==> config.mk <==
export PLATFORM = sky130hd
export DESIGN_NAME = periodic_one_shot_timer_table_top
export DESIGN_NICKNAME = d
export VERILOG_FILES = /design/src/sv/potst_pkg.sv /design/src/sv/potst_store.sv /design/src/sv/potst_alu.sv /design/src/sv/periodic_one_shot_timer_table_top.sv
export VERILOG_INCLUDE_DIRS = /design/src /design/src/sv
export SDC_FILE = /design/constraint.sdc
export NUM_CORES = 1
export LEC_CHECK = 0
export ABC_AREA = 1
export BUFFER_PORTS_ARGS = -buffer_cell sky130_fd_sc_hd__buf_2
export CAP_MARGIN = 20
export CORE_AREA = 3 3 297 299
export DETAILED_ROUTE_END_ITERATION = 7
export DIE_AREA = 0 0 300 302
export HOLD_SLACK_MARGIN = 0.05
export PLACE_DENSITY_LB_ADDON = 0.1
export RECOVER_POWER = 100
export SETUP_SLACK_MARGIN = 0.4
export SLEW_MARGIN = 20
export SYNTH_ARGS = -nofsm -noshare
export SYNTH_HDL_FRONTEND = slang
export SYNTH_SLANG_ARGS = --single-unit
==> constraint.sdc <==
create_clock -name clk -period 5.93 [get_ports clk]
set_input_delay 0.2965 -clock clk [delete_from_list [all_inputs] [get_ports clk]]
set_output_delay 0.2965 -clock clk [all_outputs]
set_load 0.01 [all_outputs]
==> src/sv/periodic_one_shot_timer_table_top_macros.svh <==
// Assertion macros for the periodic and one-shot timer table.
// Used by the top level; relies on clk and arst_n being in scope.
`ifndef PERIODIC_ONE_SHOT_TIMER_TABLE_TOP_MACROS_SVH
`define PERIODIC_ONE_SHOT_TIMER_TABLE_TOP_MACROS_SVH

// The condition holds at every clock edge outside reset.
`define POTST_ASSERT_ALWAYS(label, cond, msg) \
	label: assert property (@(posedge clk) disable iff (!arst_n) (cond)) \
		else $error(msg);

// The antecedent implies the consequent at the same clock edge.
`define POTST_ASSERT_IMPLY(label, ante, cons, msg) \
	label: assert property (@(posedge clk) disable iff (!arst_n) (ante) |-> (cons)) \
		else $error(msg);

`endif

==> src/sv/potst_pkg.sv <==
// Shared types and constants of the periodic and one-shot timer table.
// Used by every module of the block; depends on nothing.
package potst_pkg;

	localparam int CMD_W = 3;
	localparam int ID_W = 4;
	localparam int MS_W = 32;
	localparam int STATUS_W = 2;

	localparam int S_DATA_W = 72;
	localparam int M_DATA_W = 40;
	localparam int ID_LSB = 0;
	localparam int PERIOD_LSB = 4;
	localparam int NOW_LSB = 36;

	localparam logic [CMD_W-1:0] CMD_START_PER = 3'd0;
	localparam logic [CMD_W-1:0] CMD_START_ONE = 3'd1;
	localparam logic [CMD_W-1:0] CMD_STOP = 3'd2;
	localparam logic [CMD_W-1:0] CMD_QUERY = 3'd3;
	localparam logic [CMD_W-1:0] CMD_TICK = 3'd4;
	localparam logic [CMD_W-1:0] CMD_CLEAR = 3'd5;

	localparam logic [STATUS_W-1:0] STAT_OK = 2'd0;
	localparam logic [STATUS_W-1:0] STAT_FULL = 2'd1;
	localparam logic [STATUS_W-1:0] STAT_UNKNOWN = 2'd2;

	localparam int FIRE_CNT_W = 5;
	localparam logic [FIRE_CNT_W-1:0] MAX_FIRES = 5'd16;

	typedef struct packed {
		logic load_elapsed;
		logic load_remain;
	} alu_ctl_t;

	typedef struct packed {
		logic wr_period;
		logic wr_last;
	} store_wr_t;

endpackage

==> src/sv/potst_store.sv <==
// Period and last-fire-time memories of the timer table.
// One write port and one registered read port; depends on potst_pkg.
module potst_store #(
	parameter int NUM_TIMERS = 16,
	parameter int TIME_BITS = 32,
	parameter int SLOT_W = 4
) (
	input  logic                 clk,
	input  potst_pkg::store_wr_t wr,
	input  logic [SLOT_W-1:0]    waddr,
	input  logic [TIME_BITS-1:0] wperiod,
	input  logic [TIME_BITS-1:0] wlast,
	input  logic [SLOT_W-1:0]    raddr,
	output logic [TIME_BITS-1:0] rperiod,
	output logic [TIME_BITS-1:0] rlast
);
	import potst_pkg::*;

	logic [TIME_BITS-1:0] period_mem [NUM_TIMERS];
	logic [TIME_BITS-1:0] last_mem [NUM_TIMERS];

	always_ff @(posedge clk) begin
		if (wr.wr_period) begin
			period_mem[waddr] <= wperiod;
		end
		if (wr.wr_last) begin
			last_mem[waddr] <= wlast;
		end
		rperiod <= period_mem[raddr];
		rlast <= last_mem[raddr];
	end

endmodule

==> src/sv/potst_alu.sv <==
// Shared subtractor of the timer table: elapsed time, then time remaining.
// One subtraction per step, result registered; depends on potst_pkg.
module potst_alu #(
	parameter int TIME_BITS = 32
) (
	input  logic                 clk,
	input  potst_pkg::alu_ctl_t  ctl,
	input  logic [TIME_BITS-1:0] now,
	input  logic [TIME_BITS-1:0] last,
	input  logic [TIME_BITS-1:0] period,
	output logic                 overdue,
	output logic [TIME_BITS-1:0] remain
);
	import potst_pkg::*;

	logic [TIME_BITS:0] sub_q;
	logic [TIME_BITS:0] opa;
	logic [TIME_BITS:0] opb;
	logic [TIME_BITS:0] diff;

	assign opa = ctl.load_remain ? {1'b0, period} : {1'b0, now};
	assign opb = ctl.load_remain ? {1'b0, sub_q[TIME_BITS-1:0]} : {1'b0, last};
	assign diff = opa - opb;

	always_ff @(posedge clk) begin
		if (ctl.load_elapsed) begin
			sub_q <= {1'b0, diff[TIME_BITS-1:0]};
		end else if (ctl.load_remain) begin
			sub_q <= diff;
		end
	end

	// A borrow or a zero difference means the elapsed time reached the period.
	assign overdue = sub_q[TIME_BITS] | (sub_q[TIME_BITS-1:0] == '0);
	assign remain = sub_q[TIME_BITS-1:0];

endmodule

==> src/sv/periodic_one_shot_timer_table_top.sv <==
// Top level of the periodic and one-shot timer table: sequencer and output register.
// Instantiates potst_store and potst_alu; depends on potst_pkg and the macros header.
//
// Channel  Dir  tdata (low bit up)                               tuser     tlast
// s_*      in   timer_id[3:0] period_ms[35:4] now_ms[67:36]      cmd[2:0]  -
// m_*      out  status[1:0] result_id[5:2] is_running[6]        fired     last
//               remaining_ms[38:7]
//
// Start, stop, clear all and unknown ids go straight to the reply, then wait for the output.
// A query of a running timer steps through memory read, two subtractions and reply.
// A tick scans the slots in use, reading and subtracting for each running one; a fire waits for the output.
// The block takes one beat at a time; s_tready is high only while it waits for a command.
// Reset clears the slot count and all running marks at once; there is no clearing pass.
`include "periodic_one_shot_timer_table_top_macros.svh"

module periodic_one_shot_timer_table_top #(
	parameter int NUM_TIMERS = 16,
	parameter int TIME_BITS = 32
) (
	input  logic                           clk,
	input  logic                           arst_n,
	input  logic                           s_tvalid,
	output logic                           s_tready,
	input  logic [potst_pkg::S_DATA_W-1:0] s_tdata,  // timer_id, period_ms, now_ms
	input  logic [potst_pkg::CMD_W-1:0]    s_tuser,  // cmd
	output logic                           m_tvalid,
	input  logic                           m_tready,
	output logic [potst_pkg::M_DATA_W-1:0] m_tdata,  // status, result_id, is_running,
	                                                 // remaining_ms
	output logic                           m_tuser,  // fired
	output logic                           m_tlast   // last
);
	import potst_pkg::*;

	localparam int CNT_W = $clog2(NUM_TIMERS + 1);
	localparam int SLOT_W = (NUM_TIMERS > 1) ? $clog2(NUM_TIMERS) : 1;

	localparam logic [2:0] ST_IDLE = 3'd0;
	localparam logic [2:0] ST_SCAN = 3'd1;
	localparam logic [2:0] ST_RD = 3'd2;
	localparam logic [2:0] ST_SUB1 = 3'd3;
	localparam logic [2:0] ST_SUB2 = 3'd4;
	localparam logic [2:0] ST_EVAL = 3'd5;
	localparam logic [2:0] ST_REPLY = 3'd6;

	logic [2:0] state_q;
	logic [CNT_W-1:0] cnt_q;
	logic [CNT_W-1:0] idx_q;
	logic [FIRE_CNT_W-1:0] fire_cnt_q;
	logic [NUM_TIMERS-1:0] running_q;
	logic [NUM_TIMERS-1:0] periodic_q;
	logic [CMD_W-1:0] cmd_q;
	logic [TIME_BITS-1:0] now_q;
	logic pend_v_q;
	logic [ID_W-1:0] pend_id_q;

	logic [STATUS_W-1:0] rep_status_q;
	logic [ID_W-1:0] rep_id_q;
	logic rep_run_q;
	logic [MS_W-1:0] rep_rem_q;
	logic rep_fired_q;

	logic m_valid_q;
	logic [STATUS_W-1:0] m_status_q;
	logic [ID_W-1:0] m_id_q;
	logic m_run_q;
	logic [MS_W-1:0] m_rem_q;
	logic m_fired_q;
	logic m_last_q;

	logic [ID_W-1:0] s_id;
	logic [MS_W-1:0] s_period;
	logic [MS_W-1:0] s_now;
	logic [TIME_BITS+MS_W-1:0] period_ext;
	logic [TIME_BITS+MS_W-1:0] now_ext;
	logic [TIME_BITS-1:0] s_period_t;
	logic [TIME_BITS-1:0] s_now_t;
	logic [CNT_W+ID_W-1:0] id_cmp;
	logic [CNT_W+ID_W-1:0] cnt_cmp;
	logic [SLOT_W+ID_W-1:0] id_ext;
	logic [SLOT_W+ID_W-1:0] cnt_ext;
	logic [SLOT_W+ID_W-1:0] idx_ext;
	logic [SLOT_W-1:0] id_slot;
	logic [SLOT_W-1:0] cnt_slot;
	logic [SLOT_W-1:0] idx_slot;
	logic [ID_W-1:0] cnt_id;
	logic [ID_W-1:0] idx_id;

	logic s_acc;
	logic full;
	logic id_known;
	logic is_start;
	logic start_wr;
	logic out_free;
	logic fire_go;
	logic out_load;
	logic scan_more;

	alu_ctl_t alu_ctl;
	store_wr_t st_wr;
	logic [SLOT_W-1:0] st_waddr;
	logic [TIME_BITS-1:0] st_wlast;
	logic [TIME_BITS-1:0] rd_period;
	logic [TIME_BITS-1:0] rd_last;
	logic alu_overdue;
	logic [TIME_BITS-1:0] alu_remain;
	logic [TIME_BITS+MS_W-1:0] remain_ext;
	logic [MS_W-1:0] remain_ms;

	logic [STATUS_W-1:0] o_status;
	logic [ID_W-1:0] o_id;
	logic o_run;
	logic [MS_W-1:0] o_rem;
	logic o_fired;
	logic o_last;

	assign s_id = s_tdata[ID_LSB +: ID_W];
	assign s_period = s_tdata[PERIOD_LSB +: MS_W];
	assign s_now = s_tdata[NOW_LSB +: MS_W];
	assign period_ext = {{TIME_BITS{1'b0}}, s_period};
	assign now_ext = {{TIME_BITS{1'b0}}, s_now};
	assign s_period_t = period_ext[TIME_BITS-1:0];
	assign s_now_t = now_ext[TIME_BITS-1:0];

	assign id_cmp = {{CNT_W{1'b0}}, s_id};
	assign cnt_cmp = {{ID_W{1'b0}}, cnt_q};
	assign id_ext = {{SLOT_W{1'b0}}, s_id};
	assign id_slot = id_ext[SLOT_W-1:0];
	assign cnt_slot = cnt_q[SLOT_W-1:0];
	assign idx_slot = idx_q[SLOT_W-1:0];
	assign cnt_ext = {{ID_W{1'b0}}, cnt_slot};
	assign idx_ext = {{ID_W{1'b0}}, idx_slot};
	assign cnt_id = cnt_ext[ID_W-1:0];
	assign idx_id = idx_ext[ID_W-1:0];

	assign s_tready = (state_q == ST_IDLE);
	assign s_acc = s_tvalid & s_tready;
	assign full = (cnt_q == CNT_W'(NUM_TIMERS));
	assign id_known = (id_cmp < cnt_cmp);
	assign is_start = (s_tuser == CMD_START_PER) || (s_tuser == CMD_START_ONE);
	assign start_wr = s_acc & is_start & ~full;
	assign out_free = ~m_valid_q | m_tready;
	assign scan_more = (idx_q < cnt_q) && (fire_cnt_q < MAX_FIRES);

	assign fire_go = (state_q == ST_EVAL) && (cmd_q == CMD_TICK) && alu_overdue
		&& (!pend_v_q || out_free);
	assign out_load = ((state_q == ST_REPLY) && out_free) || (fire_go && pend_v_q);

	assign alu_ctl.load_elapsed = (state_q == ST_SUB1);
	assign alu_ctl.load_remain = (state_q == ST_SUB2);

	assign st_wr.wr_period = start_wr;
	assign st_wr.wr_last = start_wr | fire_go;
	assign st_waddr = (state_q == ST_IDLE) ? cnt_slot : idx_slot;
	assign st_wlast = (state_q == ST_IDLE) ? s_now_t : now_q;

	potst_store #(
		.NUM_TIMERS(NUM_TIMERS),
		.TIME_BITS(TIME_BITS),
		.SLOT_W(SLOT_W)
	) u_store (
		.clk(clk),
		.wr(st_wr),
		.waddr(st_waddr),
		.wperiod(s_period_t),
		.wlast(st_wlast),
		.raddr(idx_slot),
		.rperiod(rd_period),
		.rlast(rd_last)
	);

	potst_alu #(
		.TIME_BITS(TIME_BITS)
	) u_alu (
		.clk(clk),
		.ctl(alu_ctl),
		.now(now_q),
		.last(rd_last),
		.period(rd_period),
		.overdue(alu_overdue),
		.remain(alu_remain)
	);

	assign remain_ext = {{MS_W{1'b0}}, alu_remain};
	assign remain_ms = remain_ext[MS_W-1:0];

	always_comb begin
		if (state_q == ST_REPLY) begin
			o_status = rep_status_q;
			o_id = rep_id_q;
			o_run = rep_run_q;
			o_rem = rep_rem_q;
			o_fired = rep_fired_q;
			o_last = 1'b1;
		end else begin
			o_status = STAT_OK;
			o_id = pend_id_q;
			o_run = 1'b0;
			o_rem = '0;
			o_fired = 1'b1;
			o_last = 1'b0;
		end
	end

	always_ff @(posedge clk) begin
		if (start_wr) begin
			periodic_q[cnt_slot] <= (s_tuser == CMD_START_PER);
		end
	end

	always_ff @(posedge clk or negedge arst_n) begin
		if (!arst_n) begin
			state_q <= ST_IDLE;
			cnt_q <= '0;
			idx_q <= '0;
			fire_cnt_q <= '0;
			running_q <= '0;
			pend_v_q <= 1'b0;
			m_valid_q <= 1'b0;
		end else begin
			if (out_load) begin
				m_valid_q <= 1'b1;
				m_status_q <= o_status;
				m_id_q <= o_id;
				m_run_q <= o_run;
				m_rem_q <= o_rem;
				m_fired_q <= o_fired;
				m_last_q <= o_last;
			end else if (m_tready) begin
				m_valid_q <= 1'b0;
			end

			case (state_q)
				ST_IDLE: begin
					if (s_tvalid) begin
						cmd_q <= s_tuser;
						now_q <= s_now_t;
						rep_run_q <= 1'b0;
						rep_rem_q <= '0;
						rep_fired_q <= 1'b0;
						case (s_tuser)
							CMD_START_PER, CMD_START_ONE: begin
								rep_status_q <= full ? STAT_FULL : STAT_OK;
								rep_id_q <= full ? {ID_W{1'b0}} : cnt_id;
								if (!full) begin
									running_q[cnt_slot] <= 1'b1;
									cnt_q <= cnt_q + CNT_W'(1);
								end
								state_q <= ST_REPLY;
							end
							CMD_STOP: begin
								rep_id_q <= s_id;
								rep_status_q <= id_known ? STAT_OK : STAT_UNKNOWN;
								if (id_known) begin
									running_q[id_slot] <= 1'b0;
								end
								state_q <= ST_REPLY;
							end
							CMD_QUERY: begin
								rep_id_q <= s_id;
								rep_status_q <= id_known ? STAT_OK : STAT_UNKNOWN;
								if (id_known && running_q[id_slot]) begin
									idx_q <= {{(CNT_W-SLOT_W){1'b0}}, id_slot};
									state_q <= ST_RD;
								end else begin
									state_q <= ST_REPLY;
								end
							end
							CMD_TICK: begin
								rep_status_q <= STAT_OK;
								rep_id_q <= '0;
								idx_q <= '0;
								fire_cnt_q <= '0;
								pend_v_q <= 1'b0;
								state_q <= ST_SCAN;
							end
							CMD_CLEAR: begin
								rep_status_q <= STAT_OK;
								rep_id_q <= '0;
								cnt_q <= '0;
								running_q <= '0;
								state_q <= ST_REPLY;
							end
							default: begin
								state_q <= ST_IDLE;
							end
						endcase
					end
				end
				ST_SCAN: begin
					if (scan_more) begin
						if (running_q[idx_slot]) begin
							state_q <= ST_RD;
						end else begin
							idx_q <= idx_q + CNT_W'(1);
						end
					end else begin
						rep_status_q <= STAT_OK;
						rep_run_q <= 1'b0;
						rep_rem_q <= '0;
						rep_id_q <= pend_v_q ? pend_id_q : '0;
						rep_fired_q <= pend_v_q;
						pend_v_q <= 1'b0;
						state_q <= ST_REPLY;
					end
				end
				ST_RD: begin
					state_q <= ST_SUB1;
				end
				ST_SUB1: begin
					state_q <= ST_SUB2;
				end
				ST_SUB2: begin
					state_q <= ST_EVAL;
				end
				ST_EVAL: begin
					if (cmd_q == CMD_QUERY) begin
						rep_status_q <= STAT_OK;
						rep_id_q <= idx_id;
						rep_run_q <= 1'b1;
						rep_rem_q <= alu_overdue ? '0 : remain_ms;
						rep_fired_q <= 1'b0;
						state_q <= ST_REPLY;
					end else if (!alu_overdue) begin
						idx_q <= idx_q + CNT_W'(1);
						state_q <= ST_SCAN;
					end else if (fire_go) begin
						if (!periodic_q[idx_slot]) begin
							running_q[idx_slot] <= 1'b0;
						end
						pend_v_q <= 1'b1;
						pend_id_q <= idx_id;
						fire_cnt_q <= fire_cnt_q + FIRE_CNT_W'(1);
						idx_q <= idx_q + CNT_W'(1);
						state_q <= ST_SCAN;
					end
				end
				ST_REPLY: begin
					if (out_free) begin
						state_q <= ST_IDLE;
					end
				end
				default: begin
					state_q <= ST_IDLE;
				end
			endcase
		end
	end

	assign m_tvalid = m_valid_q;
	assign m_tdata = {1'b0, m_rem_q, m_run_q, m_id_q, m_status_q};
	assign m_tuser = m_fired_q;
	assign m_tlast = m_last_q;

	`POTST_ASSERT_ALWAYS(a_cnt_range, cnt_q <= CNT_W'(NUM_TIMERS), "slot count beyond table size")
	`POTST_ASSERT_ALWAYS(a_fire_cap, fire_cnt_q <= MAX_FIRES, "tick fired more than the cap")
	`POTST_ASSERT_IMPLY(a_idle_no_pend, state_q == ST_IDLE, !pend_v_q, "fire left pending at idle")
	`POTST_ASSERT_IMPLY(a_fire_beat, m_valid_q && m_fired_q,
		m_status_q == STAT_OK && !m_run_q && m_rem_q == '0, "fire beat carries query data")

endmodule
==> metrics.txt <==
# TYPE chip_impl_metric gauge
chip_impl_info{name="outcome",value="complete, but fails checks"} 1
chip_impl_info{name="violations",value="capacitance limit, slew limit"} 1
chip_impl_metric{name="synth_cell_type_count",unit=""} 50
chip_impl_metric{name="final_net_count",unit=""} 4823
chip_impl_metric{name="drt-vias-per-instance",unit=""} 6.098
chip_impl_metric{name="timing.reg2reg.setup_slack",unit="ns"} 0.85
chip_impl_metric{name="layout-drive-gt1-share",unit=""} 0.05629
chip_impl_info{name="most-common-layout-cells",value="edfxtp_1 (1192), nand2_1 (782), nor2_1 (738)"} 1
chip_impl_info{name="worstSetupStartpointType",value="flop"} 1
chip_impl_metric{name="finalSetupViolCount",unit=""} 0
chip_impl_metric{name="fin_worst_skew",unit="ns"} 0.02052
chip_impl_metric{name="place_area",unit="sq um"} 54960
chip_impl_metric{name="final_cell_count_no_fill",unit=""} 5946
chip_impl_metric{name="post-place-cells",unit=""} 5630
chip_impl_metric{name="io_pins",unit=""} 123
chip_impl_metric{name="layout_min_cycle_time",unit="ns"} 5.080
chip_impl_metric{name="fin_ws",unit="ns"} 0.8496
chip_impl_metric{name="areaGrowthSynthToFinish",unit="%"} 11.95
chip_impl_info{name="worst-setup-path-type",value="flop to flop"} 1
chip_impl_metric{name="insertion_delay_of_the_later_clocked_pin_in_the_worst_skew_pair",unit="ns"} 0.74
chip_impl_metric{name="synth-seq-area-share",unit=""} 0.7164
chip_impl_metric{name="fp.dieW",unit="um"} 300
chip_impl_metric{name="placement.setup.worst_slack",unit="ns"} 1.652
chip_impl_metric{name="layout.filler_cells",unit=""} 6216
chip_impl_metric{name="synth_warnings",unit=""} 0
chip_impl_info{name="crit_slowest_cell",value="clkbuf_4"} 1
chip_impl_metric{name="route.antenna.remaining_nets",unit=""} 0
chip_impl_metric{name="place_hpwl",unit="mm"} 77.52
chip_impl_metric{name="grt_max_degree",unit=""} 207
chip_impl_metric{name="wire_per_inst",unit="um"} 23.39
chip_impl_info{name="critical_path.reg2reg.endpoint",value="u_store.rlast[5]"} 1
chip_impl_info{name="reg2reg_from",value="idx_q[0]"} 1
chip_impl_metric{name="netlist_area",unit="sq um"} 53040
chip_impl_metric{name="drt_pre_antenna_iters",unit=""} 6
chip_impl_metric{name="crit_arrival",unit="ns"} 5.72
chip_impl_metric{name="antenna_violations_before_repair",unit=""} 3
chip_impl_metric{name="leakagePower",unit="nW"} 20.73
chip_impl_metric{name="gp_congestion",unit=""} 0.9355
chip_impl_metric{name="timing.critical_path.slowest_cell_delay",unit="ns"} 1.71
chip_impl_metric{name="postSynthNetCount",unit=""} 4692
chip_impl_metric{name="route.layer.met1.wl",unit="mm"} 57.26
chip_impl_metric{name="reg2regPathDepth",unit=""} 6
chip_impl_metric{name="dieHeight",unit="um"} 302
chip_impl_metric{name="vias_after_detailed_routing",unit=""} 36260
chip_impl_metric{name="drv_cap",unit=""} 30
chip_impl_metric{name="die_area",unit="sq um"} 90600
chip_impl_metric{name="inserted_clock_buffers",unit=""} 131
chip_impl_metric{name="pwr_density_cell",unit="nW/um^2"} 512.1
chip_impl_metric{name="worst_slew_pin_slew",unit="ns"} 2.970
chip_impl_metric{name="async_flop_share",unit=""} 0.02784
chip_impl_info{name="cts_tree",value="done"} 1
chip_impl_info{name="worstSetupEndpointType",value="flop"} 1
chip_impl_info{name="cts.root.buffer_cell",value="clkbuf_16"} 1
chip_impl_metric{name="finalSetupTns",unit="ns"} 0
chip_impl_metric{name="cts_resized",unit=""} 0
chip_impl_metric{name="multiInputGateArea",unit="sq um"} 13430
chip_impl_metric{name="start_util",unit=""} 0.6209
chip_impl_metric{name="rows",unit=""} 107
chip_impl_info{name="top_layer_used",value="met4"} 1
chip_impl_info{name="setup_repair_after_global_routing_missed_its_margin",value="no"} 1
chip_impl_metric{name="period_share",unit=""} 0.8567
chip_impl_metric{name="synth_seq_cells",unit=""} 1293
chip_impl_metric{name="critPathRequiredTime",unit="ns"} 6.56
chip_impl_info{name="layout.cells.most_common",value="edfxtp_1"} 1
chip_impl_info{name="hp-class",value="input pin to flop"} 1
chip_impl_info{name="postSynth.topFlopCell",value="edfxtp_1"} 1
chip_impl_metric{name="max-clock-path-buffers",unit=""} 3
chip_impl_info{name="crit_chain",value="clkbuf_4 > buf_4 > o21ai_0 > o22ai_1 > nand2_1 > nand4_1"} 1
chip_impl_metric{name="timing.slew.headroom",unit=""} -0.9802
chip_impl_info{name="critPathCapture",value="u_store.rlast[5]"} 1
chip_impl_metric{name="maxClockFrequency",unit="GHz"} 0.1968
chip_impl_metric{name="clk_transition_reported_paths",unit="ns"} 0.06
chip_impl_metric{name="grt_pass1_wl",unit="mm"} 206.4
chip_impl_metric{name="initialDrtViolationCount",unit=""} 4576
chip_impl_metric{name="via_count_of_the_first_global_routing_pass",unit=""} 33690
chip_impl_metric{name="cts_num_sinks",unit=""} 1293
chip_impl_metric{name="grt_overflow",unit=""} 0
chip_impl_metric{name="cts.repair_timing.setup_buffer_count",unit=""} 0
chip_impl_metric{name="met3_wl",unit="mm"} 14.45
chip_impl_metric{name="core_area",unit="sq um"} 85410
chip_impl_metric{name="crit_fanout",unit=""} 206
chip_impl_metric{name="stdcell_area",unit="sq um"} 59380
chip_impl_metric{name="synthCells",unit=""} 4561
chip_impl_metric{name="slew_viol_final",unit=""} 1325
chip_impl_metric{name="numPortBuffers",unit=""} 117
chip_impl_metric{name="timing_hold_violations_final",unit=""} 0
chip_impl_metric{name="totalWireLength",unit="mm"} 139.1
chip_impl_metric{name="synth_enable_flop_cells",unit=""} 1192
chip_impl_metric{name="sequential_cell_area",unit="sq um"} 38000
chip_impl_metric{name="detail_route.drc_violations",unit=""} 0
chip_impl_metric{name="vdd_ir_drop_max",unit="uV"} 494.9
chip_impl_metric{name="avgSynthCellArea",unit="sq um"} 11.63
chip_impl_metric{name="groute.usage.overall",unit=""} 0.3058
chip_impl_metric{name="cts.htree.levels",unit=""} 4
chip_impl_info{name="critPathLaunch",value="idx_q[0]"} 1
chip_impl_metric{name="met2_wirelength",unit="mm"} 62.94
## report_power, final
part	switching (W)	leakage, nW	internal, W
logic	0.00746	6.89	0.00283
registers	0.000492	11.8	0.0115
clock network	0.00338	2.04	0.00470
## worst min-delay path by stage
| stage | start | to | cells after the start |
|---|---|---|---|
| 6_report | s_tdata[2] | rep_id_q[2] | 3 |
| 2_1_floorplan | arst_n | cnt_q[0] | 0 |
| 4_1_cts | s_tdata[2] | rep_id_q[2] | 3 |
| 5_1_grt | s_tdata[2] | rep_id_q[2] | 3 |
| 3_5_place_dp | arst_n | running_q[12] | 2 |
| 3_3_place_gp | arst_n | running_q[12] | 2 |
## registers in the layout, summed over array words and instances (netlist names), 16 cells and up
name and count:
u_store.rperiod 32, u_store.period_mem 512, running_q 16, u_store.last_mem 512, rep_rem_q 32, m_rem_q 32
u_store.rlast 32, u_alu.sub_q 33, now_q 32, periodic_q 16
## area by class of cell
class / count / share of cell area
antenna: 5 / 0.0002107
sequential: 1293 / 0.6400
clock inverter: 50 / 0.009925
timing repair buffer: 253 / 0.02655
inverter: 191 / 0.01233
tap: 1144 / 0.02411
clock buffer: 188 / 0.06075
multi-input combinational: 2822 / 0.2261
## timing repair
action,CTS,global route
hold buffers,72,0
hold endpoints to repair,588,0
setup endpoints to repair,0,0
## cells by family (layout without fill, tap and decap cells)
kind of cell | after synthesis | after routing | share of synthesized area
flops | 1293 | 1293 | 0.7164
other cells | 1 | 6 | 0.00007071
simple gates | 1711 | 1711 | 0.1284
buf+inv | 446 | 682 | 0.03234
fa+ha+maj | 52 | 52 | 0.01241
xor+xnor | 27 | 27 | 0.004459
mux | 1 | 1 | 0.0001887
compound gates | 1030 | 1030 | 0.1057
## cell usage after synthesis (36+ instances only)
cell type,instances,area [sq um]
edfxtp_1,1192,35790
nand2_1,782,2935
nor2_1,745,2796
o21ai_0,634,3173
o22ai_1,258,1614
clkbuf_1,222,833.3
inv_1,189,709.4
a21oi_1,76,380.4
nand3_1,74,370.4
nand4_1,70,437.9
dfxtp_1,65,1301
ha_1,51,638.1
dfrtp_1,36,900.9
## worst max-delay path, delay by kind of cell (launching register included)
kind	cells	cell delay, ns
compound gates	2	0.46
buf+inv	2	2.49
flops	1	1.34
simple gates	2	0.33
## stage by stage
stage	hold slack [ns]	total power, W	util
finish	0.08693	0.03041	0.6951
global route	0.1201	0.03192	0.6951
CTS	0.05512	0.03033	0.7010
detailed placement	0.4103	0.02226	0.6435
global placement	0.3943	0.02211	0.6434
floorplan	0.0009089	0.01887	-
## metal layers
layer / global-route usage / vias to the layer above
met1: 0.4459 / 17520
met4: 0.1054 / 0
met2: 0.4705 / 1956
met5: 0 / -
met3: 0.05663 / 288
li1: - / 16500
Note: power is estimated with default switching activity, not from simulation.
